[config.mk]
export PLATFORM = sky130hd
export DESIGN_NAME = irrigation_stage_sequencer
export DESIGN_NICKNAME = d
export VERILOG_FILES = /design/src/hdl/iss_pkg.sv /design/src/hdl/iss_cfg.sv /design/src/hdl/iss_select.sv /design/src/hdl/iss_core.sv /design/src/hdl/irrigation_stage_sequencer.sv
export SDC_FILE = /design/constraint.sdc
export NUM_CORES = 1
export LEC_CHECK = 0
export ABC_AREA = 1
export BUFFER_PORTS_ARGS = -buffer_cell sky130_fd_sc_hd__buf_2
export CAP_MARGIN = 20
export CORE_ASPECT_RATIO = 1.1
export CORE_MARGIN = 2
export CORE_UTILIZATION = 39
export CTS_BUF_LIST = sky130_fd_sc_hd__clkbuf_4
export CTS_CLUSTER_SIZE = 12
export DETAILED_ROUTE_END_ITERATION = 10
export MAX_ROUTING_LAYER = met4
export PLACE_DENSITY = 0.6
export SLEW_MARGIN = 20
export SYNTH_ARGS = -nofsm -noshare
export SYNTH_HDL_FRONTEND = slang
export SYNTH_SLANG_ARGS = --single-unit
[constraint.sdc]
create_clock -name i_clk -period 11.6 [get_ports i_clk]
set_input_delay 0.58 -clock i_clk [delete_from_list [all_inputs] [get_ports i_clk]]
set_output_delay 0.58 -clock i_clk [all_outputs]
set_load 0.02 [all_outputs]
[src/hdl/iss_pkg.sv]
// Shared types, constants and register codes of the irrigation stage sequencer.
package iss_pkg;

    localparam int POT_COUNT = 4;
    localparam int NUM_POTS = (POT_COUNT < 4) ? POT_COUNT : 4;
    localparam int NUM_TARGETS = 5;
    localparam int HUMID_BIT = 4;
    localparam logic [2:0] HUMID_CODE = 3'd5;
    localparam logic [15:0] SETTLE_SEC = 16'd10;
    localparam logic [15:0] SAT_MAX = 16'hFFFF;
    localparam logic [4:0] PEND_MASK = 5'((1 << NUM_POTS) - 1) | 5'(1 << HUMID_BIT);
    localparam int ITEM_W = 38;
    localparam int RES_W = 10;
    localparam int IN_TDATA_W = 40;
    localparam int OUT_TDATA_W = 16;
    localparam int CFG_ADDR_W = 5;
    localparam int CFG_DATA_W = 32;

    typedef enum logic [2:0] {
        ST_IDLE    = 3'd0,
        ST_MIX     = 3'd1,
        ST_VALVE   = 3'd2,
        ST_TEST    = 3'd3,
        ST_SETTLE  = 3'd4,
        ST_RECHECK = 3'd5,
        ST_MAIN    = 3'd6
    } t_stage;

    typedef enum logic [1:0] {
        EV_NONE     = 2'd0,
        EV_FINISHED = 2'd1,
        EV_RECHECK  = 2'd2,
        EV_ABORT    = 2'd3
    } t_event;

    typedef enum logic [2:0] {
        REG_AUTO_ENABLE    = 3'd0,
        REG_MOISTURE_MIN   = 3'd1,
        REG_RISE_THRESHOLD = 3'd2,
        REG_MIN_INTERVAL   = 3'd3,
        REG_MIX_SEC        = 3'd4,
        REG_TEST_SEC       = 3'd5,
        REG_MAIN_SEC       = 3'd6,
        REG_HUMID_MAIN_SEC = 3'd7
    } t_reg_idx;

    typedef struct packed {
        logic [4:0]      request_pulses;
        logic            wrap_near;
        logic            valve_feedback;
        logic            humidifier_has_water;
        logic            leak_detected;
        logic            reservoir_has_water;
        logic [3:0][6:0] pot_moisture;
    } t_item;

    typedef struct packed {
        t_event     event_res;
        t_stage     stage;
        logic [2:0] valve_target;
        logic       pump_on;
        logic       mixer_on;
    } t_result;

    typedef struct packed {
        logic        auto_enable;
        logic [6:0]  moisture_min;
        logic [6:0]  rise_threshold;
        logic [15:0] min_interval_sec;
        logic [15:0] mix_sec;
        logic [15:0] test_sec;
        logic [15:0] main_sec;
        logic [15:0] humid_main_sec;
    } t_cfg;

    typedef struct packed {
        logic       hit;
        logic [2:0] code;
        logic [6:0] moist;
    } t_sel;

endpackage

[src/hdl/iss_cfg.sv]
// Configuration register file with its APB-style access port.
module iss_cfg (
    input  logic                           i_clk,
    input  logic                           i_rst_n,
    input  logic                           psel,
    input  logic                           penable,
    input  logic                           pwrite,
    input  logic [iss_pkg::CFG_ADDR_W-1:0] paddr,
    input  logic [iss_pkg::CFG_DATA_W-1:0] pwdata,
    output logic [iss_pkg::CFG_DATA_W-1:0] prdata,
    output logic                           pready,
    output iss_pkg::t_cfg                  o_cfg
);
    import iss_pkg::*;

    t_cfg     r_cfg;
    t_reg_idx w_idx;
    logic     w_wr;

    assign pready = 1'b1;
    assign w_idx  = t_reg_idx'(paddr[CFG_ADDR_W-1:2]);
    assign w_wr   = psel && penable && pwrite && pready;
    assign o_cfg  = r_cfg;

    always_ff @(posedge i_clk) begin
        if (!i_rst_n) begin
            r_cfg.auto_enable      <= 1'b0;
            r_cfg.moisture_min     <= 7'd30;
            r_cfg.rise_threshold   <= 7'd10;
            r_cfg.min_interval_sec <= 16'd300;
            r_cfg.mix_sec          <= 16'd30;
            r_cfg.test_sec         <= 16'd30;
            r_cfg.main_sec         <= 16'd30;
            r_cfg.humid_main_sec   <= 16'd300;
        end else if (w_wr) begin
            case (w_idx)
                REG_AUTO_ENABLE:    r_cfg.auto_enable      <= pwdata[0];
                REG_MOISTURE_MIN:   r_cfg.moisture_min     <= pwdata[6:0];
                REG_RISE_THRESHOLD: r_cfg.rise_threshold   <= pwdata[6:0];
                REG_MIN_INTERVAL:   r_cfg.min_interval_sec <= pwdata[15:0];
                REG_MIX_SEC:        r_cfg.mix_sec          <= pwdata[15:0];
                REG_TEST_SEC:       r_cfg.test_sec         <= pwdata[15:0];
                REG_MAIN_SEC:       r_cfg.main_sec         <= pwdata[15:0];
                REG_HUMID_MAIN_SEC: r_cfg.humid_main_sec   <= pwdata[15:0];
                default: ;
            endcase
        end
    end

    always_comb begin
        case (w_idx)
            REG_AUTO_ENABLE:    prdata = {31'd0, r_cfg.auto_enable};
            REG_MOISTURE_MIN:   prdata = {25'd0, r_cfg.moisture_min};
            REG_RISE_THRESHOLD: prdata = {25'd0, r_cfg.rise_threshold};
            REG_MIN_INTERVAL:   prdata = {16'd0, r_cfg.min_interval_sec};
            REG_MIX_SEC:        prdata = {16'd0, r_cfg.mix_sec};
            REG_TEST_SEC:       prdata = {16'd0, r_cfg.test_sec};
            REG_MAIN_SEC:       prdata = {16'd0, r_cfg.main_sec};
            REG_HUMID_MAIN_SEC: prdata = {16'd0, r_cfg.humid_main_sec};
            default:            prdata = '0;
        endcase
    end

endmodule

[src/hdl/iss_select.sv]
// Target selection: latched requests first, then dry pots, then an empty humidifier tank.
module iss_select (
    input  iss_pkg::t_cfg   i_cfg,
    input  iss_pkg::t_item  i_item,
    input  logic [4:0]      i_pend,
    input  logic [15:0]     i_since [iss_pkg::NUM_TARGETS],
    output iss_pkg::t_sel   o_sel
);
    import iss_pkg::*;

    always_comb begin
        o_sel = '0;
        for (int k = NUM_TARGETS - 1; k >= 0; k--) begin
            if (i_pend[k]) begin
                o_sel.hit = 1'b1;
                if (k == HUMID_BIT) begin
                    o_sel.code  = HUMID_CODE;
                    o_sel.moist = '0;
                end else begin
                    o_sel.code  = 3'(k + 1);
                    o_sel.moist = i_item.pot_moisture[2'(k)];
                end
            end
        end
        if (!o_sel.hit && i_cfg.auto_enable) begin
            if (!i_item.humidifier_has_water && i_since[HUMID_BIT] >= i_cfg.min_interval_sec) begin
                o_sel.hit   = 1'b1;
                o_sel.code  = HUMID_CODE;
                o_sel.moist = '0;
            end
            for (int k = NUM_POTS - 1; k >= 0; k--) begin
                if (i_item.pot_moisture[k] < i_cfg.moisture_min
                        && i_since[k] >= i_cfg.min_interval_sec) begin
                    o_sel.hit   = 1'b1;
                    o_sel.code  = 3'(k + 1);
                    o_sel.moist = i_item.pot_moisture[k];
                end
            end
        end
    end

endmodule

[src/hdl/iss_core.sv]
// Sequencer state, per-tick stage advance, safety stop and result forming.
module iss_core (
    input  logic             i_clk,
    input  logic             i_rst_n,
    input  logic             i_step,
    input  iss_pkg::t_item   i_item,
    input  iss_pkg::t_cfg    i_cfg,
    output iss_pkg::t_result o_res
);
    import iss_pkg::*;

    logic        r_active, n_active, p_active;
    logic [2:0]  r_target, n_target, p_target;
    t_stage      r_stage, n_stage, p_stage;
    logic        r_started, n_started, p_started;
    logic [15:0] r_timer, n_timer, p_timer;
    logic [6:0]  r_start_m, n_start_m, p_start_m;
    logic [4:0]  r_pend, p_pend;
    logic [15:0] r_since [NUM_TARGETS];
    logic [15:0] p_since [NUM_TARGETS];
    t_event      p_event;
    t_sel        w_sel;
    logic        w_safe;
    logic        w_humid;
    logic [15:0] w_timer_inc;
    logic [15:0] w_len;
    logic        w_done;
    logic [6:0]  w_now;
    logic        w_rise_ok;

    assign w_safe      = i_item.reservoir_has_water && !i_item.leak_detected;
    assign w_humid     = (r_target == HUMID_CODE);
    assign w_timer_inc = (r_timer == SAT_MAX) ? r_timer : r_timer + 16'd1;
    assign w_done      = r_started && (w_timer_inc >= w_len);
    assign w_now       = i_item.pot_moisture[2'(r_target[1:0] - 2'd1)];
    assign w_rise_ok   = {1'b0, w_now} > ({1'b0, r_start_m} + {1'b0, i_cfg.rise_threshold});

    always_comb begin
        case (r_stage)
            ST_MIX:    w_len = i_cfg.mix_sec;
            ST_TEST:   w_len = i_cfg.test_sec;
            ST_SETTLE: w_len = SETTLE_SEC;
            ST_MAIN:   w_len = w_humid ? i_cfg.humid_main_sec : i_cfg.main_sec;
            default:   w_len = SAT_MAX;
        endcase
    end

    // advance running stages and apply safety stop
    always_comb begin
        logic fin, go_valve, go_recheck;
        fin        = 1'b0;
        go_valve   = 1'b0;
        go_recheck = 1'b0;
        p_active   = r_active;
        p_target   = r_target;
        p_stage    = r_stage;
        p_started  = r_started;
        p_timer    = r_timer;
        p_start_m  = r_start_m;
        p_event    = EV_NONE;
        p_pend     = (r_pend | i_item.request_pulses) & PEND_MASK;
        for (int k = 0; k < NUM_TARGETS; k++) begin
            p_since[k] = (r_since[k] == SAT_MAX) ? r_since[k] : r_since[k] + 16'd1;
        end

        if (!w_safe || (r_active && i_item.wrap_near)) begin
            if (r_active) p_event = EV_ABORT;
            fin = 1'b1;
        end else if (r_active && (i_cfg.auto_enable || p_pend != '0)) begin
            case (r_stage)
                ST_MIX, ST_TEST, ST_SETTLE, ST_MAIN: begin
                    if (!r_started) begin
                        p_started = 1'b1;
                        p_timer   = '0;
                    end else if (!w_done) begin
                        p_timer = w_timer_inc;
                    end else begin
                        case (r_stage)
                            ST_MIX: go_valve = 1'b1;
                            ST_TEST: begin
                                p_stage   = ST_SETTLE;
                                p_started = 1'b1;
                                p_timer   = '0;
                            end
                            ST_SETTLE: go_recheck = 1'b1;
                            default: begin
                                fin     = 1'b1;
                                p_event = EV_FINISHED;
                            end
                        endcase
                    end
                end
                ST_VALVE:   go_valve = 1'b1;
                ST_RECHECK: go_recheck = 1'b1;
                default:    fin = 1'b1;
            endcase

            if (go_valve) begin
                if (i_item.valve_feedback) begin
                    p_stage   = w_humid ? ST_MAIN : ST_TEST;
                    p_started = 1'b1;
                    p_timer   = '0;
                end else if (r_stage == ST_MIX) begin
                    p_stage   = ST_VALVE;
                    p_started = 1'b0;
                    p_timer   = '0;
                end
            end
            if (go_recheck) begin
                if (w_rise_ok) begin
                    p_stage   = ST_MAIN;
                    p_started = 1'b1;
                    p_timer   = '0;
                end else begin
                    fin     = 1'b1;
                    p_event = EV_RECHECK;
                end
            end
        end

        if (fin) begin
            for (int k = 0; k < NUM_TARGETS; k++) begin
                if (r_target == 3'(k + 1)) p_since[k] = '0;
            end
            p_pend    = '0;
            p_active  = 1'b0;
            p_target  = '0;
            p_stage   = ST_IDLE;
            p_started = 1'b0;
            p_timer   = '0;
            p_start_m = '0;
        end
    end

    iss_select u_select (
        .i_cfg  (i_cfg),
        .i_item (i_item),
        .i_pend (p_pend),
        .i_since(p_since),
        .o_sel  (w_sel)
    );

    // start a new watering when idle
    always_comb begin
        n_active  = p_active;
        n_target  = p_target;
        n_stage   = p_stage;
        n_started = p_started;
        n_timer   = p_timer;
        n_start_m = p_start_m;
        if (p_event == EV_NONE && !p_active && w_safe && !i_item.wrap_near
                && (i_cfg.auto_enable || p_pend != '0) && w_sel.hit) begin
            n_active  = 1'b1;
            n_target  = w_sel.code;
            n_start_m = w_sel.moist;
            n_stage   = ST_MIX;
            n_started = 1'b1;
            n_timer   = '0;
        end
    end

    always_ff @(posedge i_clk) begin
        if (!i_rst_n) begin
            r_active  <= 1'b0;
            r_target  <= '0;
            r_stage   <= ST_IDLE;
            r_started <= 1'b0;
            r_timer   <= '0;
            r_start_m <= '0;
            r_pend    <= '0;
            for (int k = 0; k < NUM_TARGETS; k++) r_since[k] <= SAT_MAX;
        end else if (i_step) begin
            r_active  <= n_active;
            r_target  <= n_target;
            r_stage   <= n_stage;
            r_started <= n_started;
            r_timer   <= n_timer;
            r_start_m <= n_start_m;
            r_pend    <= p_pend;
            for (int k = 0; k < NUM_TARGETS; k++) r_since[k] <= p_since[k];
        end
    end

    always_comb begin
        o_res.mixer_on     = n_active && n_stage == ST_MIX && n_started;
        o_res.pump_on      = n_active && (n_stage == ST_TEST || n_stage == ST_MAIN) && n_started;
        o_res.valve_target = (n_active && n_stage >= ST_VALVE) ? n_target : 3'd0;
        o_res.stage        = n_active ? n_stage : ST_IDLE;
        o_res.event_res    = p_event;
    end

    a_idle_clear: assert property (@(posedge i_clk) disable iff (!i_rst_n)
        !r_active |-> (r_stage == ST_IDLE && r_target == 3'd0))
        else $error("idle sequencer holds a stage or target");

    a_active_target: assert property (@(posedge i_clk) disable iff (!i_rst_n)
        r_active |-> (r_target != 3'd0 && r_stage != ST_IDLE))
        else $error("running sequencer without target or stage");

    a_no_rest_recheck: assert property (@(posedge i_clk) disable iff (!i_rst_n)
        r_active |-> r_stage != ST_RECHECK)
        else $error("recheck left pending across ticks");

    a_event_stops: assert property (@(posedge i_clk) disable iff (!i_rst_n)
        (i_step && o_res.event_res != EV_NONE) |=> (!r_active && r_pend == '0))
        else $error("watering still running after end event");

endmodule

[src/hdl/irrigation_stage_sequencer.sv]
// Top level of the irrigation stage sequencer: item input register, core, result register.
// Flow: an accepted item is held in the input register, and its result is registered in the result
// register when that register is free; a stalled result holds the item in the input register.
// Throughput: one item per cycle unless the result stalls; both registers decouple the sides.
// Reset (synchronous, active low): sequencer idle, requests cleared, since-last counters
// saturated, configuration registers at their defaults.
module irrigation_stage_sequencer (
    input  logic                            i_clk,
    input  logic                            i_rst_n,
    input  logic                            s_axis_tvalid,
    output logic                            s_axis_tready,
    // pot1..pot4_moisture[27:0], reservoir_has_water, leak_detected, humidifier_has_water,
    // valve_feedback, wrap_near, request_pulses[37:33], zero fill
    input  logic [iss_pkg::IN_TDATA_W-1:0]  s_axis_tdata,
    output logic                            m_axis_tvalid,
    input  logic                            m_axis_tready,
    // mixer_on, pump_on, valve_target[4:2], stage[7:5], event_res[9:8], zero fill
    output logic [iss_pkg::OUT_TDATA_W-1:0] m_axis_tdata,
    input  logic                            psel,
    input  logic                            penable,
    input  logic                            pwrite,
    input  logic [iss_pkg::CFG_ADDR_W-1:0]  paddr,
    input  logic [iss_pkg::CFG_DATA_W-1:0]  pwdata,
    output logic [iss_pkg::CFG_DATA_W-1:0]  prdata,
    output logic                            pready
);
    import iss_pkg::*;

    logic    r_in_valid;
    t_item   r_item;
    logic    r_out_valid;
    t_result r_out;
    t_result w_res;
    t_cfg    w_cfg;
    logic    w_step;

    assign w_step        = r_in_valid && (!r_out_valid || m_axis_tready);
    assign s_axis_tready = !r_in_valid || w_step;
    assign m_axis_tvalid = r_out_valid;
    assign m_axis_tdata  = {{(OUT_TDATA_W - RES_W){1'b0}}, r_out};

    iss_cfg u_cfg (
        .i_clk  (i_clk),
        .i_rst_n(i_rst_n),
        .psel   (psel),
        .penable(penable),
        .pwrite (pwrite),
        .paddr  (paddr),
        .pwdata (pwdata),
        .prdata (prdata),
        .pready (pready),
        .o_cfg  (w_cfg)
    );

    iss_core u_core (
        .i_clk  (i_clk),
        .i_rst_n(i_rst_n),
        .i_step (w_step),
        .i_item (r_item),
        .i_cfg  (w_cfg),
        .o_res  (w_res)
    );

    always_ff @(posedge i_clk) begin
        if (!i_rst_n) begin
            r_in_valid  <= 1'b0;
            r_out_valid <= 1'b0;
        end else begin
            if (s_axis_tvalid && s_axis_tready) begin
                r_in_valid <= 1'b1;
            end else if (w_step) begin
                r_in_valid <= 1'b0;
            end
            if (w_step) begin
                r_out_valid <= 1'b1;
            end else if (m_axis_tready) begin
                r_out_valid <= 1'b0;
            end
        end
    end

    always_ff @(posedge i_clk) begin
        if (s_axis_tvalid && s_axis_tready) begin
            r_item <= t_item'(s_axis_tdata[ITEM_W-1:0]);
        end
        if (w_step) begin
            r_out <= w_res;
        end
    end

endmodule
==> impl_summary.txt <==
----------------------------------------------------
[Global routing]
  Number of antenna violations at the first check in global routing ... 5
  Wire length of the first global-routing pass ... 90200 um
  Maximum number of pins on one net before global-route repair ... 91
  Total routing usage reported by global routing ... 24.1%
  Via count of the first global-routing pass ... 17300
  Remaining Overflow, GRT ... 0

[Synth]
  Post-synthesis share of cell area spent on xor and xnor gates ... 2.30%
  Synthesized-area fraction occupied by and/or/nand/nor cells ... 24.7%
  Adder and majority gate portion of the synthesized area ... 9.98%
  Number of warnings printed during yosys synthesis ... 0
  Avg Cell Area, Syn ... 7.34 um^2
  Post-synthesis mux area share ... 0%
  Summed instance area of the synthesized netlist ... 0.0183 mm^2
  Combinational family with the most area after synthesis ... simple AND/OR/NAND/NOR gates
  Complex-gate fraction of the synthesized area ... 17.5%
  Register area share after synthesis ... 35.6%
  Number of flops mapped to enable cells by yosys ... 128
  Proportion of register bits with asynchronous set or reset after synthesis ... 0%
  Number of cells produced by synthesis ... 2487
  Yosys reg bits ... 261
  Number of library cell types mapped by synthesis ... 64
  Dominant synthesized flop cell ... dfxtp_1

[STA]
  Hold slack final ... 82.3 ps
  Count of endpoints failing hold in the final timing report ... 0
  Slew margin rel. ... 30.5%
  Total Negative Setup Slacks ... 0 ps
  F_max ... 119 MHz
  Final setup violation count ... 0
  Final cycle utilization of the critical path ... 72.7%
  Setup WS post-layout ... 3170 ps
  Number of slew-limit violations in the final report ... 0
  Unrepaired setup endpoints after global routing ... no
  Time the worst path needs with I/O delays and setup ... 8430 ps
  Measured slew at the worst slew-check pin ... 1030 ps
  Max Clock Skew ... 65.4 ps

[Route]
  Post-route met1 wirelength ... 24600 um
  Final wirelength ... 56800 um
  Detailed-route wire length per cell ... 17.2 um
  Post-route ant nets ... 0
  First drt pass iteration count ... 5
  Number of vias after detailed routing ... 17700
  Starting DRC count in detailed routing ... 1426
  Met3 layer wire length in the routed design ... 4170 um
  Met2 routed wirelength ... 26600 um
  Uppermost routed layer ... met4
  Number of remaining DRC errors ... 0
  DR vias/cell ... 5.37

[Pwr]
  Worst supply voltage drop on vdd ... 0.0820 mV
  Post-layout total power ... 0.00241 W
  Lkg Pwr ... 9.66 nW
  P per Cell Area ... 117 mW/mm^2

[Floorplanning]
  Effective utilization at floorplan ... 39.3%
  IO Count ... 135
  Area of the core ... 0.0464 mm^2
  Chip width ... 210 um
  Total Die Area ... 0.0486 mm^2
  Height of the die ... 231 um
  Count of standard-cell rows ... 83

[Min path]
  Worst Hold Launch ... pwdata[8]
  Worst Hold Endpoint ... u_cfg.o_cfg[40]
  Min-Delay Path Class ... input pin to register
  Hold Path Cell Cnt ... 3

[Clock network]
  Number of clock sinks seen by CTS ... 261
  Number of clock buffers inserted by TritonCTS ... 76
  Clock tree from TritonCTS ... done
  Clock latency on the worst-skew pair ... 820 ps
  H-tree levels ... 3
  Number of cells upsized or downsized after cts ... 0
  Clock tree buffer depth ... 3
  CTS root buf ... clkbuf_4
  Reg clk slew, reported paths ... 60 ps
  Number of setup buffers added after CTS ... 0

[Critical path]
  Slowest CP cell ... inv_1
  Library cell appearing most often on the critical path ... nand2_1
  Internal reg-to-reg setup slack ... 3170 ps
  Cell family with most CP delay ... simple AND/OR/NAND/NOR gates
  FF-to-FF Start ... u_core.r_target[0]
  Nature of the critical path endpoint ... register
  Critical path fanouts, max ... 24
  Max incr delay on CP ... 770 ps
  Reg2reg path depth ... 35
  Data required time of the critical path ... 12300 ps
  Buf+Inv Stages, Crit Path ... 5
  Endpoint of the worst register-to-register path ... u_core.r_timer[6]
  Data arrival time of the worst path ... 9130 ps
  Launching element type of the critical path ... register
  Type of the worst setup path ... register to register

[Status]
  Status ... finished, final reports clean

[Placement]
  Detailed placer's ending HPWL ... 40300 um
  Final weighted congestion in routability-driven placement ... 0.935
  Port Buf Inserts ... 91
  Post-placement worst setup slack ... 3220 ps

[Final layout]
  Net total in the final layout ... 2865
  Fraction of final layout cells sized beyond drive strength 1 ... 11.1%
  Area growth from synthesis to final layout ... 12.8%
  Area used by multi-input combinational logic ... 0.0100 mm^2
  Fill cell total of the finished layout ... 4728
  FF/Latch Area ... 0.00651 mm^2

[Run]
  Max cap viols ... 0

----------------------------------------------------
## tightest hold or removal path: cells and delay by family
family                 cells  cell delay [ps]
AND/OR/NAND/NOR            2              140
buffers and inverters      1              130
## Yosys cell counts, types with 6 or more instances
| cell | number | share of area [%] |
|---|---|---|
| nand3_1 | 113 | 3.1 |
| o21ai_0 | 200 | 5.5 |
| a31oi_1 | 17 | 0.58 |
| inv_2 | 6 | 0.12 |
| nor2_2 | 7 | 0.24 |
| xnor2_1 | 15 | 0.72 |
| or2_2 | 10 | 0.34 |
| buf_4 | 23 | 0.95 |
| a22oi_1 | 20 | 0.82 |
| nor3_1 | 69 | 1.9 |
| nand2_1 | 519 | 11 |
| o211ai_1 | 22 | 0.90 |
| o22ai_1 | 17 | 0.58 |
| nor2_1 | 239 | 4.9 |
| edfxtp_1 | 128 | 21 |
| a21oi_2 | 8 | 0.38 |
| nor4_1 | 12 | 0.41 |
| a21oi_1 | 197 | 5.4 |
| xor2_1 | 33 | 1.6 |
| o21ai_1 | 7 | 0.19 |
| clkinv_1 | 7 | 0.14 |
| inv_1 | 330 | 6.8 |
| nand2_2 | 11 | 0.38 |
| nand2_4 | 7 | 0.43 |
| nand4_1 | 25 | 0.86 |
| a221oi_1 | 7 | 0.34 |
| dfxtp_1 | 133 | 15 |
| ha_1 | 144 | 9.9 |
| clkbuf_1 | 64 | 1.3 |
| o2111ai_1 | 24 | 1.2 |
## through the flow
step / utilization, % / instances / instance area (um^2)
global route: 44.4 / 3296 / 20600
finish: 44.4 / 3297 / 20600
floorplan: - / 2508 / 18300
CTS: 44.3 / 3291 / 20600
detailed placement: 41.3 / 3114 / 19200
global placement: 41.3 / 3114 / 19200
## worst max path at each step
stage                                   from                 to  slack [ps]  cells after the start
final                     u_core.r_target[0]  u_core.r_timer[6]        3170                     35
after global routing      u_core.r_target[0]  u_core.r_timer[6]        2430                     37
after CTS                 u_core.r_target[0]  u_core.r_timer[6]        3230                     35
after detailed placement  u_core.r_target[0]  u_core.r_timer[5]        3220                     37
after global placement    u_core.r_target[0]  u_core.r_timer[9]        3400                     37
after floorplan           u_core.r_target[0]    m_axis_tdata[2]        5730                     43
## per-layer routing
| metal | vias to the layer above | GRT usage [%] |
|---|---|---|
| met4 | 0 | 8.95 |
| met3 | 106 | 3.96 |
| met5 | - | - |
| li1 | 8722 | - |
| met2 | 641 | 39.9 |
| met1 | 8220 | 29.5 |
## kinds of logic (layout without fill, tap and decap cells)
| group | count (synthesis) | count (layout) |
|---|---|---|
| flip-flops | 261 | 261 |
| XOR/XNOR | 48 | 48 |
| adder cells (fa/ha/maj) | 145 | 145 |
| AND/OR/NAND/NOR | 1037 | 1037 |
| AO/OA/AOI/OAI | 553 | 553 |
| other | 2 | 29 |
| buffers and inverters | 441 | 629 |
## layout by cell type, fill, tap and decap left out, types with 5 or more instances in the layout
cell,synthesis,routed
nand2_1,519,519
inv_1,330,329
nor2_1,239,238
o21ai_0,200,200
a21oi_1,197,197
ha_1,144,144
dfxtp_1,133,133
edfxtp_1,128,128
nand3_1,113,113
clkbuf_4,0,108
buf_2,5,91
nor3_1,69,68
dlygate4sd3_1,0,39
xor2_1,33,33
clkinv_1,7,26
nand4_1,25,25
o2111ai_1,24,24
conb_1,2,23
o211ai_1,22,22
a22oi_1,20,20
a31oi_1,17,17
o22ai_1,17,17
buf_4,23,17
xnor2_1,15,15
nor4_1,12,12
nand2_2,11,11
or2_2,10,10
inv_2,6,8
a21oi_2,8,8
nor2_2,7,7
nand2_4,7,7
a221oi_1,7,7
o21ai_1,7,7
diode_2,0,6
o211a_1,5,5
clkinv_2,0,5
## layout make-up
class                   count  area share (%)
diodes                      6          0.0729
clock buffers             108            3.94
clock inverters            30           0.990
inverters                 344            6.29
multi-input cells        1806            48.8
flip-flops and latches    261            31.6
well taps                 595            3.61
repair buffers            147            4.73
## power by group
part           leakage (nW)  switching [W]  internal (W)  total (W)
clock                 0.594       0.000440      0.000497   0.000937
sequential             2.14      0.0000204      0.000994    0.00101
combinational          6.93       0.000301      0.000155   0.000455
total                  9.66       0.000761       0.00165    0.00241
## sequential cells by signal, indices dropped and copies added (netlist names), 3 cells and up
name	count
u_core.r_start_m	7
u_cfg.o_cfg	95
u_core.r_pend	5
u_core.r_since	80
u_core.r_target	3
u_core.r_stage	3
m_axis_tdata	10
u_core.r_timer	16
r_item	38
## repair_timing
item / CTS / global route
hold endpoints to repair: 39 / 0
hold buffers: 39 / 0
endpoints found under the setup margin: 0 / 0
Note: power is estimated with default switching activity, not from simulation.
